===== src/hw/rtl/chte_pkg.sv =====
// Shared types and constants of the chained hash table engine.
`timescale 1ns / 1ps
`default_nettype none
package chte_pkg;

  localparam int NUM_BUCKETS_DEF  = 1024;
  localparam int POOL_ENTRIES_DEF = 1024;

  localparam int KEY_W    = 32;
  localparam int VAL_W    = 32;
  localparam int BIDX_W   = 10;
  localparam int MODE_W   = 2;
  localparam int STATUS_W = 2;

  typedef enum logic [MODE_W-1:0] {
    MODE_LOOKUP = 2'd0,
    MODE_INSERT = 2'd1,
    MODE_DELETE = 2'd2
  } mode_t;

  typedef enum logic [STATUS_W-1:0] {
    ST_OK      = 2'd0,
    ST_MISSING = 2'd1,
    ST_FULL    = 2'd2
  } status_t;

  typedef struct packed {
    logic [MODE_W-1:0] mode;
    logic [KEY_W-1:0]  key;
    logic [BIDX_W-1:0] bucket;
    logic [VAL_W-1:0]  value;
  } req_t;

  typedef struct packed {
    logic clearing;
  } back_stat_t;

  typedef enum logic [1:0] {
    F_IDLE,
    F_RED,
    F_PUSH
  } front_state_t;

  typedef enum logic [2:0] {
    B_CLEAR,
    B_IDLE,
    B_HEAD,
    B_LINK,
    B_CMP,
    B_FREE,
    B_INS,
    B_DONE
  } back_state_t;

endpackage
`default_nettype wire


===== src/hw/rtl/chte_queue.sv =====
// Two-entry request queue between the intake and the table walker.
`timescale 1ns / 1ps
`default_nettype none
module chte_queue
  import chte_pkg::*;
(
  input  wire logic clk,
  input  wire logic rst_n,
  input  wire logic push,
  input  wire req_t push_data,
  input  wire logic pop,
  output      logic full,
  output      logic valid,
  output      req_t pop_data,
  output      logic [1:0] count
);

  req_t       slot_r [2];
  logic       wr_ptr_r, wr_ptr_nxt;
  logic       rd_ptr_r, rd_ptr_nxt;
  logic [1:0] count_r, count_nxt;

  always_comb begin
    wr_ptr_nxt = push ? !wr_ptr_r : wr_ptr_r;
    rd_ptr_nxt = pop ? !rd_ptr_r : rd_ptr_r;
    count_nxt  = count_r + {1'b0, push} - {1'b0, pop};
    full       = (count_r == 2'd2);
    valid      = (count_r != 2'd0);
    pop_data   = slot_r[rd_ptr_r];
    count      = count_r;
  end

  always_ff @(posedge clk) begin
    if (!rst_n) begin
      wr_ptr_r <= 1'b0;
      rd_ptr_r <= 1'b0;
      count_r  <= 2'd0;
    end else begin
      wr_ptr_r <= wr_ptr_nxt;
      rd_ptr_r <= rd_ptr_nxt;
      count_r  <= count_nxt;
    end
    if (push) begin
      slot_r[wr_ptr_r] <= push_data;
    end
  end

endmodule
`default_nettype wire


===== config.mk =====
export PLATFORM = sky130hd
export DESIGN_NAME = chte_queue
export DESIGN_NICKNAME = d
export VERILOG_FILES = /design/src/hw/rtl/chte_pkg.sv /design/src/hw/rtl/chte_queue.sv
export SDC_FILE = /design/constraint.sdc
export NUM_CORES = 1
export LEC_CHECK = 0
export BUFFER_PORTS_ARGS = -buffer_cell sky130_fd_sc_hd__buf_2
export CORE_AREA = 2 2 153 118
export CTS_BUF_LIST = sky130_fd_sc_hd__clkbuf_4 sky130_fd_sc_hd__clkbuf_8 sky130_fd_sc_hd__clkbuf_16
export CTS_CLUSTER_DIAMETER = 40
export DETAILED_ROUTE_END_ITERATION = 10
export DIE_AREA = 0 0 155 120
export PLACE_DENSITY = 0.59
export SYNTH_ARGS = -nofsm -noshare
export SYNTH_HDL_FRONTEND = slang
export SYNTH_SLANG_ARGS = --single-unit

===== constraint.sdc =====
create_clock -name clk -period 10.74 [get_ports clk]
set_input_delay 0 -clock clk [delete_from_list [all_inputs] [get_ports clk]]
set_output_delay 0 -clock clk [all_outputs]
set_load 0.05 [all_outputs]

==> results of run 1 <==
## final timing paths
| kind | from | to | slack (ns) |
|---|---|---|---|
| setup / recovery | flop | pop_data[13] | 8.29 |
| hold / removal | push_data[5] | slot_r[1][5]$_DFFE_PP_ | 0.32 |
| setup reg to reg | wr_ptr_r$_SDFFE_PN0P_ | slot_r[0][18]$_DFFE_PP_ | 9.05 |
| hold reg to reg | rd_ptr_r$_SDFFE_PN0P_ | rd_ptr_r$_SDFFE_PN0P_ | 0.59 |
## cell type report
type | count | share of cell area (%)
clock inverters | 14 | 1.75
well taps | 220 | 3.33
inverters | 2 | 0.0907
repair buffers | 241 | 19.5
multi-input cells | 90 | 13.7
flip-flops and latches | 157 | 56.4
clock buffers | 18 | 5.23
## flip-flops by register name, summed over array words and instances, names as in the netlist, named ones only
| signal | flops |
|---|---|
| rd_ptr_r | 1 |
| count | 2 |
| wr_ptr_r | 1 |
| slot_r | 152 |
## power breakdown
part | internal [mW] | switching [mW]
Clock | 0.345 | 0.233
Combinational | 0.0980 | 0.178
Sequential | 0.709 | 0.0130
## per-stage QoR
| stage | setup WS (ns) | utilization [%] | hold slack (ns) | instance area, µm² |
|---|---|---|---|---|
| global route | 8.14 | 48.2 | 0.299 | 8280 |
| CTS | 8.23 | 48.2 | 0.286 | 8280 |
| detailed placement | 8.69 | 40.1 | 0.192 | 6900 |
| finish | 8.29 | 48.2 | 0.316 | 8280 |
| floorplan | 6.52 | - | 0.0989 | 5870 |
| global placement | 8.73 | 40.1 | 0.187 | 6900 |
## repair_timing
action | 4_1_cts | 5_1_grt
hold endpoints to repair | 157 | 0
setup endpoints to repair | 0 | 0
buffers inserted | 0 | 0
hold buffers | 80 | 0
## cell families after synthesis
group	count (synthesis)	share of synthesized area, %
buffers and inverters	10	1.28
multiplexers	76	17.2
XOR/XNOR	2	0.533
adder cells (fa/ha/maj)	2	0.427
flip-flops	157	79.5
AO/OA/AOI/OAI	1	0.128
AND/OR/NAND/NOR	9	0.960
## metal layers
layer  share of wire, %  vias up  GRT usage [%]  routed length [µm]
met5                  0        -              0                   0
met4                1.1        0           4.17                 121
met3                6.1        9           4.51                 687
met2                 47      106           20.4                5310
met1                 46     1569           15.9                5210
li1                   -     1517              -                   -
## worst max-delay path, stage by stage, from the launching register on
cell     delay, ns
dfxtp_4       0.55
buf_4         0.76
mux2_2        0.42
buf_2         0.21
## synth_stat cells
cell type and n:
and2_1 4, buf_2 3, buf_4 1, buf_6 4
dfxtp_1 5, edfxtp_1 152, ha_1 2, inv_1 2
mux2_2 36, mux2_4 40, nor2b_1 4, o21a_1 1
or2_2 1, xnor3_1 1, xor2_1 1
==> flow_metrics.py, run 1 <==
metrics = {
    "outcome": {
        "status": "finished clean",
    },
    "job": {
        "drv_cap": 0,
    },
    "clock_tree": {
        "cts_resized": 0,
        "clkTransAtPathRegs_ns": 0.06,
        "cts_buffers": 17,
        "htree_levels": 4,
        "cts_root_buf": "clkbuf_16",
        "clk_path_buf_depth": 2,
        "cts_tree": "built",
        "clock_latency_ns": 0.41,
        "clock-sinks": 157,
    },
    "power_and_ir_drop": {
        "p_leak_nw": 3.23,
        "p_per_area_nw_per_um2": 190,
        "irDropWorstVdd_mv": 0.119,
        "power_mw": 1.57,
    },
    "route": {
        "antenna_left": 0,
        "vias": 3201,
        "drtIter0Drc": 150,
        "wirelength_um": 11300,
        "avgViaCountPerCell": 4.31,
        "wire_per_inst_um": 15.3,
        "drtPass1Iterations": 4,
        "drc": 0,
    },
    "critical_path": {
        "path_class": "reg2out",
        "arrival_ns": 2.45,
        "crit_path_end_kind": "output pin",
        "reg2regPathDepth": 2,
        "start_kind": "flop",
        "crit_fanout": 55,
        "cp.required_ns": 10.74,
    },
    "final_layout": {
        "layout.nets": 591,
        "num-fill-cells": 1478,
        "antenna_cells": 0,
        "final_common_cell": "buf_2",
        "area_growth_pct": 41.1,
        "multi_input_area_um2": 1140,
        "drive_gt1_share_pct": 51.7,
        "layout.cells.non_filler": 742,
        "seqCellArea_um2": 4670,
        "layout_common_cells": "buf_2 (159), edfxtp_1 (152), dlygate4sd3_1 (80), mux2_4 (40), mux2_2 (36)",
    },
    "synth": {
        "synth_area_leader_cell": "edfxtp_1",
        "ys_types": 15,
        "netlist.area_leader.share_pct": 77.8,
        "synth_nets": 339,
        "synthesis.area_um2": 5870,
        "synth_area_leaders": "edfxtp_1 (78%), mux2_4 (10%), mux2_2 (6.9%), dfxtp_1 (1.7%), buf_6 (0.77%)",
        "synth.avg_cell_area_um2": 22.8,
        "yosysWarnings": 0,
        "synth_seq_area_share_pct": 79.5,
        "synth_cells": 257,
        "ys_seq_elements": 157,
    },
    "sta": {
        "slew_violations": 0,
        "period_share_pct": 22.8,
        "fin_crit_ns": 2.45,
        "rsz0062_at_grt": "false",
        "fin_tns_setup_ns": 0,
        "tightest_slew_ns": 1.08,
        "fmax_mhz": 409,
        "clock_skew_ns": 0.00655,
        "hold_violations": 0,
        "setup_viol": 0,
        "slew_headroom_pct": 28.2,
    },
    "floorplan": {
        "start_util_pct": 34.1,
        "pin_count": 160,
        "rows": 42,
        "die_w_um": 155,
        "coreArea_um2": 17200,
        "die_h_um": 120,
        "die_area_um2": 18600,
    },
    "grt": {
        "first_global_vias": 3453,
        "antenna_found_initial": 0,
        "grt_usage_pct": 12.6,
        "grt_max_degree": 77,
        "grt_pass1_wl_um": 17800,
        "grt-ovfl-total": 0,
    },
    "placement": {
        "io_buffers": 159,
        "gp_congestion": 0.692,
        "dp_cells": 630,
    },
    "hold_path": {
        "hp-class": "in2reg",
        "hold_depth": 2,
    },
}
(Power assumes the default switching activity.)
==> run 2: changes to the inputs <==
Clock period 10.74 ns to 2.3 ns, I/O delays scaled along.
==> flow_metrics.py, run 2 (same netlist as run 1, synthesis figures left out) <==
metrics = {
    "floorplan": {
        "die_area_um2": 18600,
        "die_w_um": 155,
        "start_util_pct": 34.1,
        "die_h_um": 120,
        "pin_count": 160,
        "coreArea_um2": 17200,
        "rows": 42,
    },
    "power_and_ir_drop": {
        "p_leak_nw": 3.26,
        "p_comb_share_pct": 17.6,
        "pwr-share-seq_pct": 45.1,
        "power_mw": 7.46,
        "p_per_area_nw_per_um2": 892,
        "pwr-share-clk_pct": 37.3,
        "p_int_mw": 5.48,
        "switchingPower_mw": 1.98,
        "swShare_pct": 26.5,
        "irDropWorstVdd_mv": 0.540,
    },
    "clock_tree": {
        "clock_latency_ns": 0.41,
        "cts_root_buf": "clkbuf_16",
        "cts_resized": 0,
        "cts_tree": "built",
        "clock-sinks": 157,
        "cts_hold_buf": 80,
        "cts_buffers": 17,
        "cts_setup_buffers": 0,
        "htree_levels": 4,
        "clk_path_buf_depth": 2,
        "clkTransAtPathRegs_ns": 0.06,
    },
    "route": {
        "drtPass1Iterations": 4,
        "avgViaCountPerCell": 4.30,
        "antenna_left": 0,
        "drc": 0,
        "vias": 3202,
        "wire_per_inst_um": 15.2,
        "wirelength_um": 11300,
        "drtIter0Drc": 160,
    },
    "final_layout": {
        "top_register": "slot_r",
        "layout_common_cells": "buf_2 (159), edfxtp_1 (152), dlygate4sd3_1 (80), mux2_4 (40), mux2_2 (36)",
        "antenna_cells": 0,
        "area_growth_pct": 42.5,
        "layout.cells.non_filler": 745,
        "largest_reg_flops": 152,
        "layout.nets": 595,
        "drive_gt1_share_pct": 52.2,
        "final_common_cell": "buf_2",
    },
    "sta": {
        "fmax_mhz": 526,
        "period_share_pct": 82.6,
        "clock_skew_ns": 0.00500,
        "fin_crit_ns": 1.90,
        "holdWs_ns": 0.303,
        "slew_violations": 0,
        "setup_slack_ns": 0.400,
        "fin_tns_setup_ns": 0,
        "tightest_slew_ns": 0.442,
        "slew_headroom_pct": 70.5,
        "setup_viol": 0,
        "hold_violations": 0,
        "rsz0062_at_grt": "false",
    },
    "job": {
        "drv_cap": 0,
    },
    "hold_path": {
        "hp-class": "in2reg",
        "holdPathEnd": "slot_r[1][5]$_DFFE_PP_",
        "hold_start": "push_data[5]",
        "hold_depth": 2,
    },
    "critical_path": {
        "crit_chain": "buf_12, mux2_2, buf_2",
        "critical-path-max-stage-delay_ns": 0.52,
        "r2r_slack_ns": 0.66,
        "crit_fanout": 37,
        "critPathTopFamily": "flip-flops",
        "arrival_ns": 1.90,
        "rr_endpoint": "wr_ptr_r$_SDFFE_PN0P_",
        "start_kind": "flop",
        "cp_num_buf_inv": 2,
        "reg2reg_from": "wr_ptr_r$_SDFFE_PN0P_",
        "path_class": "reg2out",
        "reg2regPathDepth": 4,
        "cp_slowest_cell": "dfxtp_4",
        "cp.required_ns": 2.30,
        "crit_path_end_kind": "output pin",
    },
    "grt": {
        "grt_pass1_wl_um": 17200,
        "antenna_found_initial": 0,
        "first_global_vias": 3447,
        "grt_usage_pct": 12.5,
        "grt-ovfl-total": 0,
        "grt_max_degree": 78,
    },
    "placement": {
        "io_buffers": 159,
        "gp_congestion": 0.706,
        "dp_cells": 634,
        "dp_hpwl_um": 7110,
        "place_ws_ns": 0.815,
    },
    "outcome": {
        "status": "finished clean",
    },
}
run 2: power groups by stage:
stage                     logic (mW)  clock network [mW]  registers (mW)
after floorplan                0.913                   0            3.43
after global placement          1.20                   0            3.41
after detailed placement        1.22                   0            3.43
after CTS                       1.32                2.88            3.37
after global routing            1.38                2.98            3.38
final                           1.31                2.78            3.36
run 2: metal layers:
layer,up-vias,GRT usage (%),share of wire (%)
li1,1526,-,-
met5,-,0,0
met4,0,5.38,1.5
met3,14,3.76,5.2
met1,1552,15.5,46
met2,110,20.3,47
run 2: layout make-up:
cell class | instances | area (µm²)
clock buffers | 17 | 425
clock inverters | 14 | 169
fillers | 1458 | 8820
inverters | 2 | 7.51
multi-input cells | 90 | 1140
flip-flops and latches | 157 | 4670
well taps | 220 | 275
repair buffers | 245 | 1680
run 2: worst max-delay path by stage:
stage	from	endpoint	cells after the start
after floorplan	wr_ptr_r$_SDFFE_PN0P_	slot_r[0][0]$_DFFE_PP_	1
after CTS	flop	pop_data[75]	3
after global placement	flop	pop_data[75]	3
final	flop	pop_data[26]	3
after global routing	flop	pop_data[0]	3
after detailed placement	flop	pop_data[75]	3
run 2: metrics by stage:
stage               instance area, µm²  utilization [%]
floorplan                         5870                -
global placement                  6970             40.5
detailed placement                6970             40.5
CTS                               8360             48.7
global route                      8360             48.7
finish                            8360             48.7
