$ cat src/hw/rtl/chte_pkg.sv
// Shared types and constants of the chained hash table engine.
`timescale 1ns / 1ps
`default_nettype none
package chte_pkg;

  localparam int NUM_BUCKETS_DEF  = 1024;
  localparam int POOL_ENTRIES_DEF = 1024;

  localparam int KEY_W    = 32;
  localparam int VAL_W    = 32;
  localparam int BIDX_W   = 10;
  localparam int MODE_W   = 2;
  localparam int STATUS_W = 2;

  typedef enum logic [MODE_W-1:0] {
    MODE_LOOKUP = 2'd0,
    MODE_INSERT = 2'd1,
    MODE_DELETE = 2'd2
  } mode_t;

  typedef enum logic [STATUS_W-1:0] {
    ST_OK      = 2'd0,
    ST_MISSING = 2'd1,
    ST_FULL    = 2'd2
  } status_t;

  typedef struct packed {
    logic [MODE_W-1:0] mode;
    logic [KEY_W-1:0]  key;
    logic [BIDX_W-1:0] bucket;
    logic [VAL_W-1:0]  value;
  } req_t;

  typedef struct packed {
    logic clearing;
  } back_stat_t;

  typedef enum logic [1:0] {
    F_IDLE,
    F_RED,
    F_PUSH
  } front_state_t;

  typedef enum logic [2:0] {
    B_CLEAR,
    B_IDLE,
    B_HEAD,
    B_LINK,
    B_CMP,
    B_FREE,
    B_INS,
    B_DONE
  } back_state_t;

endpackage
`default_nettype wire

$ cat src/hw/rtl/chte_if.sv
// Valid/ready channel interfaces for requests and results.
`timescale 1ns / 1ps
`default_nettype none
interface chte_in_if;
  logic        valid;
  logic        ready;
  logic [1:0]  mode;
  logic [31:0] key;
  logic [9:0]  bucket_index;
  logic [31:0] entry_value;
  modport source (output valid, mode, key, bucket_index, entry_value, input ready);
  modport sink (input valid, mode, key, bucket_index, entry_value, output ready);
endinterface

`default_nettype wire

$ cat src/hw/rtl/chte_front.sv
// Request intake: takes a transfer and reduces its bucket index modulo the bucket count.
`timescale 1ns / 1ps
`default_nettype none
module chte_front
  import chte_pkg::*;
#(
  parameter int NUM_BUCKETS = NUM_BUCKETS_DEF
) (
  input  wire logic       clk,
  input  wire logic       rst_n,
  chte_in_if.sink         in_ch,
  input  wire back_stat_t stat,
  input  wire logic       q_full,
  output      logic       q_push,
  output      req_t       q_data
);

  localparam int DIVW = 27;

  front_state_t      state_r, state_nxt;
  logic [2:0]        step_r, step_nxt;
  logic [BIDX_W-1:0] rem_r, rem_nxt;
  req_t              req_r, req_nxt;
  logic [DIVW-1:0]   div_hi, div_lo;
  logic [BIDX_W-1:0] rem_mid;

  always_ff @(posedge clk) begin
    if (!rst_n) begin
      state_r <= F_IDLE;
    end else begin
      state_r <= state_nxt;
    end
    step_r <= step_nxt;
    rem_r  <= rem_nxt;
    req_r  <= req_nxt;
  end

  always_comb begin
    div_hi  = DIVW'(NUM_BUCKETS) << {step_r, 1'b1};
    div_lo  = DIVW'(NUM_BUCKETS) << {step_r, 1'b0};
    rem_mid = (DIVW'(rem_r) >= div_hi) ? rem_r - div_hi[BIDX_W-1:0] : rem_r;
    state_nxt   = state_r;
    step_nxt    = step_r;
    rem_nxt     = rem_r;
    req_nxt     = req_r;
    in_ch.ready = 1'b0;
    q_push      = 1'b0;
    q_data      = req_r;
    q_data.bucket = rem_r;
    case (state_r)
      F_IDLE: begin
        in_ch.ready = !stat.clearing;
        if (in_ch.valid && !stat.clearing) begin
          req_nxt.mode   = in_ch.mode;
          req_nxt.key    = in_ch.key;
          req_nxt.value  = in_ch.entry_value;
          req_nxt.bucket = in_ch.bucket_index;
          rem_nxt        = in_ch.bucket_index;
          step_nxt       = 3'd4;
          state_nxt      = F_RED;
        end
      end
      F_RED: begin
        rem_nxt = (DIVW'(rem_mid) >= div_lo) ? rem_mid - div_lo[BIDX_W-1:0] : rem_mid;
        step_nxt = step_r - 3'd1;
        if (step_r == 3'd0) begin
          state_nxt = F_PUSH;
        end
      end
      F_PUSH: begin
        if (!q_full) begin
          q_push    = 1'b1;
          state_nxt = F_IDLE;
        end
      end
      default: begin
        state_nxt = F_IDLE;
      end
    endcase
  end

endmodule
`default_nettype wire

$ cat src/flat_wrapper.sv
// flat-port wrapper written by rule: the top's interface ports become plain ports
module chte_front_flat import chte_pkg::*;
#(
  parameter int NUM_BUCKETS = NUM_BUCKETS_DEF
)
  (clk, rst_n, stat, q_full, q_push, q_data, in_ch_valid, in_ch_mode, in_ch_key, in_ch_bucket_index, in_ch_entry_value, in_ch_ready);
  chte_in_if in_ch_i ();
  input  wire logic clk;
  input  wire logic rst_n;
  input  wire back_stat_t stat;
  input  wire logic q_full;
  output      logic q_push;
  output      req_t q_data;
  input wire logic [$bits(in_ch_i.valid)-1:0] in_ch_valid;
  input wire logic [$bits(in_ch_i.mode)-1:0] in_ch_mode;
  input wire logic [$bits(in_ch_i.key)-1:0] in_ch_key;
  input wire logic [$bits(in_ch_i.bucket_index)-1:0] in_ch_bucket_index;
  input wire logic [$bits(in_ch_i.entry_value)-1:0] in_ch_entry_value;
  output wire logic [$bits(in_ch_i.ready)-1:0] in_ch_ready;
  assign in_ch_i.valid = in_ch_valid;
  assign in_ch_i.mode = in_ch_mode;
  assign in_ch_i.key = in_ch_key;
  assign in_ch_i.bucket_index = in_ch_bucket_index;
  assign in_ch_i.entry_value = in_ch_entry_value;
  assign in_ch_ready = in_ch_i.ready;
  chte_front #(.NUM_BUCKETS(NUM_BUCKETS)) u_core (.clk(clk), .rst_n(rst_n), .in_ch(in_ch_i), .stat(stat), .q_full(q_full), .q_push(q_push), .q_data(q_data));
endmodule
$ cat config.mk
export PLATFORM = sky130hd
export DESIGN_NAME = chte_front_flat
export DESIGN_NICKNAME = d
export VERILOG_FILES = /design/src/hw/rtl/chte_pkg.sv /design/src/hw/rtl/chte_if.sv /design/src/hw/rtl/chte_front.sv /design/src/flat_wrapper.sv
export SDC_FILE = /design/constraint.sdc
export NUM_CORES = 1
export LEC_CHECK = 0
export BUFFER_PORTS_ARGS = -buffer_cell sky130_fd_sc_hd__buf_2
export CAP_MARGIN = 30
export CORE_MARGIN = 2
export CORE_UTILIZATION = 40
export CTS_BUF_LIST = sky130_fd_sc_hd__clkbuf_8
export DETAILED_ROUTE_END_ITERATION = 12
export MAX_ROUTING_LAYER = met4
export PLACE_DENSITY = 0.88
export SETUP_SLACK_MARGIN = 0.1
export SLEW_MARGIN = 25
export SYNTH_ARGS = -nofsm -noshare
export SYNTH_HDL_FRONTEND = slang
export SYNTH_SLANG_ARGS = --single-unit
$ cat constraint.sdc
create_clock -name clk -period 5.51 [get_ports clk]
set_clock_uncertainty 0.15 [all_clocks]
set_input_delay 0.551 -clock clk [delete_from_list [all_inputs] [get_ports clk]]
set_output_delay 0.551 -clock clk [all_outputs]
set_load 0.02 [all_outputs]
==> results of run 1 <==
[cell families after synthesis]
group / after synthesis
fa+ha+maj: 2
buf+inv: 7
flops: 81
xor+xnor: 1
simple gates: 15
mux: 7
compound gates: 3
[state kept, by name (all words and copies together), names as in the netlist]
| register | flops |
|---|---|
| u_core.step_r | 3 |
| u_core.state_r | 2 |
| u_core.rem_r | 10 |
| u_core.q_data | 66 |
[metal layers]
layer	global-route usage [%]	vias to the layer above	routed length (um)
li1	-	785	-
met5	-	-	0
met2	26.4	91	3020
met4	3.41	0	29
met1	16.0	771	2200
met3	5.52	4	437
[path summary, 6_finish.rpt]
path / start / endpoint / slack [ns] / depth (start not counted)
worst min-delay path: in_ch_entry_value[2] / u_core.q_data[2]$_DFFE_PP_ / 0.23 / 1
worst max register to register: u_core.state_r[0]$_SDFFE_PN0P_ / u_core.q_data[49]$_DFFE_PP_ / 3.65 / 2
worst min register to register: u_core.step_r[0]$_SDFFCE_PN0P_ / u_core.step_r[0]$_SDFFCE_PN0P_ / 0.42 / 1
worst max-delay path: u_core.state_r[1]$_SDFFE_PN0P_ / q_push / 3.50 / 2
[area by class of cell]
cell class	count	share of cell area, %
Tap cell	80	2.64
Inverter	4	0.395
Multi-Input combinational cell	28	7.35
Sequential cell	81	63.5
Timing Repair Buffer	160	21.2
Clock inverter	7	1.61
Clock buffer	9	3.26
[power by group through the flow]
stage	Sequential (mW)	Combinational (mW)	Clock [mW]
4_1_cts	0.724	0.126	0.410
3_3_place_gp	0.737	0.121	0
2_1_floorplan	0.773	0.0317	0
5_1_grt	0.727	0.134	0.440
3_5_place_dp	0.738	0.126	0
6_report	0.724	0.125	0.398
[cell usage after synthesis]
| master | count |
|---|---|
| and3b_1 | 1 |
| mux2_2 | 3 |
| nor2_1 | 2 |
| inv_1 | 4 |
| buf_2 | 1 |
| nand4bb_1 | 1 |
| nor3_1 | 3 |
| mux2_4 | 4 |
| dfxtp_1 | 2 |
| nand2b_4 | 1 |
| nand2b_1 | 2 |
| xnor2_1 | 1 |
| and2_1 | 3 |
| edfxtp_1 | 79 |
| nand3b_1 | 1 |
| nor3b_1 | 1 |
| ha_1 | 2 |
| buf_6 | 2 |
| a21oi_1 | 2 |
| a2111oi_4 | 1 |
[cells in the final DEF, fill, tap and decap left out]
cell	synthesis	layout
a2111oi_4	1	1
a21oi_1	2	2
and2_1	3	3
and3b_1	1	1
buf_2	1	158
buf_4	0	1
clkbuf_4	0	1
clkbuf_8	0	9
clkinv_4	0	2
clkinvlp_4	0	2
dfxtp_1	2	2
edfxtp_1	79	79
ha_1	2	2
inv_1	4	4
inv_6	0	2
inv_8	0	1
mux2_2	3	3
mux2_4	4	4
nand2b_1	2	2
nand2b_4	1	1
nand3b_1	1	1
nand4bb_1	1	1
nor2_1	2	2
nor3_1	3	2
nor3_4	0	1
nor3b_1	1	1
xnor2_1	1	1
==> results.md, run 1 <==
- TritonCTS clock tree: yes
- Largest family of logic cells by synthesized area: simple AND/OR/NAND/NOR gates
- H-Tree Depth: 3
- Synth Register Bits: 81
- Mean post-synth cell area: 23.5 um2
- # nets final: 367
- Total power: between 1 and 1.5 mW
- Yosys warns: 0
- Global Route Usage Sum: ~15%
- Area leader, netlist: edfxtp_1
- Antenna Violating Nets Remaining: 0
- Adder-Cell Fraction of Synth Area: less than 1%
- Max Root-Sink Buffers: 2
- Slew @ Worst Pin: 0.821 ns
- CTS Buf Count: 9
- Hold Crit Class: input port to flip-flop
- Post-DP Area: roughly 3600 um2
- DR WL/cell: between 15 and 20 um
- Main area contributors after synthesis: edfxtp_1 (87%), mux2_4 (2.2%), dfxtp_1 (1.5%), mux2_2 (1.2%), a2111oi_4 (1.0%)
- Sequential share of power: between 50% and 60%
- Initial antenna violation count: 0
- Placed insts: 352
- Critical path buffer and inverter count: 1
- Post-Synth Simple-Gate Area: under 10%
- Die H: roughly 87 um
- Total clock sinks: 81
- Net Count, Synth: 199
- Pint: 935 uW
- Diodes inserted: 0
- Min cycle time layout: roughly 2 ns
- CP required: between 4 and 5 ns
- Outcome: complete, no violations
- Worst-path clk slew: about 0.1 ns
- Tcrit/Tclk final: 36.5%
- Comb power frac: around a tenth
- Initial DRC count: between 70 and 80
- Non-filler cells, final: between 300 and 400
- Sequential area share after synthesis: 88.6%
- Cts repair resizes: 0
- Leakage power: around 1.6 nW
- Fin. Hold Viols: 0
- Critical path startpoint category: flip-flop
- Vias in the first global route: roughly 1.6k
- Postcts setup bufs: 0
- Critical path data arrival time: about 1.3 ns
- Synth Area in XOR/XNOR: less than 1%
- Area of the mapped netlist: ~2700 um2
- Sw Pwr: about 310 uW
- Row count: 30
- Port buffer count: between 150 and 200
- First-pass GRT wire length: approximately 8000 um
- Global placement routability congestion: around 0.7
- Pre-CTS setup slack: 3.20 ns
- Total die area: 7480 um2
- Area Growth Syn to Fin: 39.5%
- Critical path's top delay family: flip-flops
- Flip-flop and latch area: ~2400 um2
- Max Slew Vio Count: 0
- Switching portion of total power: about a quarter
- Crit-path slowest cell: dfxtp_1
- Avg Vias per Cell: 4.47
- Hold_buf cts: 0
- Fillers: ~530
- DRC Markers: 0
- Clock root buffer: clkbuf_8
- Share of Yosys cell area claimed by the top area cell type: 87.1%
- Crit-path max FO: 9
- Design Area, Final: 3800 um2
- Largest net degree at the start of global routing: 67
- Total global routing overflow: 0
- Synth cell types: 20
- Boundary Pins: roughly 160
- Final WS setup: between 3 and 4 ns
- Critical path's largest stage delay: around 0.57 ns
- Die width: just under 90 um
- RSZ-0062 raised after global routing: false
- Initial core utilization: a little over 40%
- Crit Path Class: flip-flop to output port
- Crit. End Element: output port
- Dpl hpwl: approximately 4200 um
- Synth Area in Compound Gates: 1.38%
- Core box area: 6680 um2
- Area occupied by multi-input gates: about 280 um2
- Mux share of post-synthesis cell area: roughly 3.4%
- Min Hold Slack: 0.228 ns
- PD cells: ~330 nW/um2
- VDD IR-drop max: around 0.18 mV
- Number of max-cap violations: 0
- Post-Route WL: roughly 5700 um
- Relative slew slack: around 45%
- Fin util: 56.8%
- TNS Setup: 0 ns
- DRT Pass-1 Iters: 6
- # setup viols final: 0
- Clk network pwr share: around a third
- Cell count after synthesis: roughly 120
- Achievable Freq: roughly 500 MHz
- CP cell instances: nor3b_1 -> buf_2
- Latest clock arrival within the worst-skew pair: 0.33 ns
- Ratio of cells with drive above 1 in the final layout: 64.4%
- Vias: 1,651
Note: power is estimated with default switching activity, not from simulation.
==> inputs of run 2 (changes only) <==
--- a/config.mk
+++ b/config.mk
@@ -5,14 +5,15 @@
 export SDC_FILE = /design/constraint.sdc
 export NUM_CORES = 1
 export LEC_CHECK = 0
+export ABC_AREA = 1
 export BUFFER_PORTS_ARGS = -buffer_cell sky130_fd_sc_hd__buf_2
 export CAP_MARGIN = 30
 export CORE_MARGIN = 2
-export CORE_UTILIZATION = 40
+export CORE_UTILIZATION = 44
 export CTS_BUF_LIST = sky130_fd_sc_hd__clkbuf_8
 export DETAILED_ROUTE_END_ITERATION = 12
 export MAX_ROUTING_LAYER = met4
-export PLACE_DENSITY = 0.88
+export PLACE_DENSITY = 0.92
 export SETUP_SLACK_MARGIN = 0.1
 export SLEW_MARGIN = 25
 export SYNTH_ARGS = -nofsm -noshare
==> constraint.sdc (replaced) <==
create_clock -name clk -period 2.1 [get_ports clk]
set_clock_uncertainty 0.15 [all_clocks]
set_input_delay 0.21 -clock clk [delete_from_list [all_inputs] [get_ports clk]]
set_output_delay 0.21 -clock clk [all_outputs]
set_load 0.02 [all_outputs]
==> results.md, run 2 <==
- Outcome: complete, no violations
- RSZ-0062 raised after global routing: false
- Dpl hpwl: 4410 um (+4.1%)
- Top-count cell post-synth: edfxtp_1
- Total clock sinks: 81 (unchanged)
- Main area contributors after synthesis: edfxtp_1 (89%), nand2_1 (3.8%), inv_1 (1.5%), dfxtp_1 (1.5%), nor2_1 (1.1%)
- Max Root-Sink Buffers: 2 (unchanged)
- Most frequent cells in the layout: buf_2 (158), edfxtp_1 (79), dlygate4sd3_1 (73), nand2_1 (26), inv_1 (11)
- Die H: 82.0 um (-5.2%)
- Avg Vias per Cell: 4.48 (+0.19%)
- Total global routing overflow: 0 (unchanged)
- Critical path data arrival time: 1.33 ns (+0.02 ns)
- Area leader, netlist: edfxtp_1
- Crit path from: u_core.state_r[0]$_SDFFE_PN0P_
- Relative slew slack: 71.8% (+27 points)
- PD cells: 785 nW/um2 (+140%)
- Cts repair resizes: 0 (unchanged)
- Crit Path Class: flip-flop to flip-flop
- CTS Buf Count: 9 (unchanged)
- TNS Setup: 0 ns (unchanged)
- Max FFs per register: 66 (unchanged)
- Critical path's largest stage delay: 0.35 ns (-0.22 ns)
- Critical path startpoint category: flip-flop
- First-pass GRT wire length: 9740 um (+22%)
- Hold Crit Class: input port to flip-flop
- Post-DP Area: 3570 um2 (-0.97%)
- # setup viols final: 0 (unchanged)
- Register-to-Register Path Depth: 4 (+2)
- CP cell instances: nor2_1 -> nand2_2 -> clkinvlp_4 -> buf_12
- R2r endpoint: u_core.q_data[43]$_DFFE_PP_
- Largest net degree at the start of global routing: 67 (unchanged)
- Vias in the first global route: 2,039 (+28%)
- Share of Yosys cell area claimed by the top area cell type: 88.7% (+1.5 points)
- Row count: 28 (-6.7%)
- Asr flop ratio synth: 0% (unchanged)
- Worst-path clk slew: 0.07 ns (-0.03 ns)
- Max Slew Vio Count: 0 (unchanged)
- Global Route Usage Sum: 21.3% (+6.4 points)
- Number of max-cap violations: 0 (unchanged)
- Crit-path slowest cell: dfxtp_2
- Area of the mapped netlist: 2680 um2 (-1.7%)
- Sequential area share after synthesis: 90.2% (+1.6 points)
- Boundary Pins: 159 (unchanged)
- Post-synth EDFFs: 79 (unchanged)
- H-Tree Depth: 3 (unchanged)
- Synth cell types: 15 (-25%)
- Commonest non-fill, non-tap cell in the layout: buf_2
- Slew @ Worst Pin: 0.422 ns (-0.399 ns)
- DR WL/cell: 15.4 um (about the same)
- Latest clock arrival within the worst-skew pair: 0.33 ns (about the same)
- Hold path cells: 3 (+2)
- Antenna Violating Nets Remaining: 0 (unchanged)
- CP required: 1.95 ns (-2.86 ns)
- Initial core utilization: 45.5% (+4.7 points)
- R2R Path Start: u_core.state_r[0]$_SDFFE_PN0P_
- Leakage power: 1.97 nW (+23%)
- TritonCTS clock tree: yes
- Mean post-synth cell area: 19.1 um2 (-19%)
- Min cycle time layout: 1.48 ns
- Crit-path max FO: 66 (+57)
- Port buffer count: 158 (unchanged)
- Synth cell count leaders: edfxtp_1 (79), nand2_1 (27), inv_1 (11)
- Ratio of cells with drive above 1 in the final layout: 46.0% (-18 points)
- Diodes inserted: 0 (unchanged)
- Achievable Freq: 678 MHz
- VDD IR-drop max: 0.419 mV (+130%)
- Core box area: 5890 um2 (-12%)
- Tcrit/Tclk final: ~70%
- Cell count after synthesis: 140 (+21%)
- Area Growth Syn to Fin: 68.2%
- Initial antenna violation count: 0 (unchanged)
- Worst Setup EP: u_core.q_data[43]$_DFFE_PP_
- Fillers: 362 (-32%)
- Die width: 82.0 um (-5.2%)
- Vias: 2,062 (+25%)
- Total die area: 6720 um2 (-10%)
- Initial DRC count: 102 (+32%)
- Synth Register Bits: 81 (unchanged)
- Yosys warns: 0 (unchanged)
- # nets final: 464 (+26%)
- Top FF cell, synth: edfxtp_1
- DRT Pass-1 Iters: 4 (-2)
- Post-Route WL: 7090 um (+25%)
- DRC Markers: 0 (unchanged)
- Postcts setup bufs: 0 (unchanged)
- Min Hold Slack: 0.0148 ns (-0.213 ns)
- Hold_buf cts: 73 (+73)
- Global placement routability congestion: 0.719 (+0.52%)
- Crit. End Element: flip-flop
- Fin. Hold Viols: 0 (unchanged)
- Clock root buffer: clkbuf_8
- R2R Setup Slk: 0.62 ns (-3.03 ns)
- Net Count, Synth: 223 (+12%)
- Design Area, Final: 4500 um2 (+18%)
run 2: changes by cell type in the layout (fill, tap and decap cells not counted), sizes merged, moves of 5 or more:
| cell | change |
|---|---|
| dlygate4sd3 | +73 |
| nor2 | +7 |
| inv | +5 |
| mux2 | -7 |
| nand2 | +28 |
run 2: logic make-up (layout without fill, tap and decap cells):
| family | Yosys count | after routing | share of synthesized area [%] |
|---|---|---|---|
| DFF | 81 | 81 | 90.2 |
| and+or+nand+nor | 40 | 40 | 5.94 |
| buffers and inverters | 14 | 259 | 2.39 |
| AOI/OAI and AO/OA | 3 | 3 | 0.561 |
| adders and majority gates | 2 | 2 | 0.935 |
run 2: metrics by stage:
stage               util (%)  setup slack (ns)  total power, mW  instances
floorplan                  -             0.105             2.14        140
global placement        60.7             0.658             2.30        372
detailed placement      60.7             0.632             2.31        372
CTS                     76.4             0.617             3.55        460
global route            76.4             0.507             3.66        460
finish                  76.4             0.624             3.53        460
run 2: worst min path at each step:
stage	from	endpoint	slack (ns)
floorplan	in_ch_entry_value[0]	u_core.q_data[0]$_DFFE_PP_	0.16
global placement	in_ch_entry_value[17]	u_core.q_data[17]$_DFFE_PP_	0.24
detailed placement	in_ch_key[13]	u_core.q_data[55]$_DFFE_PP_	0.24
CTS	in_ch_bucket_index[4]	u_core.rem_r[4]$_DFFE_PP_	0.003
global route	in_ch_bucket_index[4]	u_core.rem_r[4]$_DFFE_PP_	0.02
finish	in_ch_bucket_index[4]	u_core.rem_r[4]$_DFFE_PP_	0.01
run 2: critical path: cells and delay by family, from the launching register on:
| kind | cells | cell delay (ns) |
|---|---|---|
| AND/OR/NAND/NOR | 2 | 0.23 |
| buffers and inverters | 2 | 0.38 |
| flip-flops | 1 | 0.35 |
run 2: area by class of cell:
cell class                 instances  area [um2]  area share, %
tap                               75        93.8           2.09
clock buffer                       9         124           2.75
multi-input combinational         45         201           4.48
inverter                          12        48.8           1.08
sequential                        81        2410           53.7
timing repair buffer             232        1540           34.3
clock inverter                     6        75.1           1.67
run 2: power by group:
part           internal (mW)  switching (mW)  leakage (nW)
clock                  0.647           0.491         0.103
sequential              1.89          0.0323         0.753
combinational          0.216           0.255          1.11
total                   2.75           0.779          1.97
run 2: per-layer routing:
metal | global-route usage [%] | vias up | part of all wire, %
li1 | - | 979 | -
met1 | 21.8 | 963 | 36
met2 | 39.9 | 112 | 56
met3 | 4.07 | 8 | 7.1
met4 | 8.17 | 0 | 1.5
met5 | - | - | 0
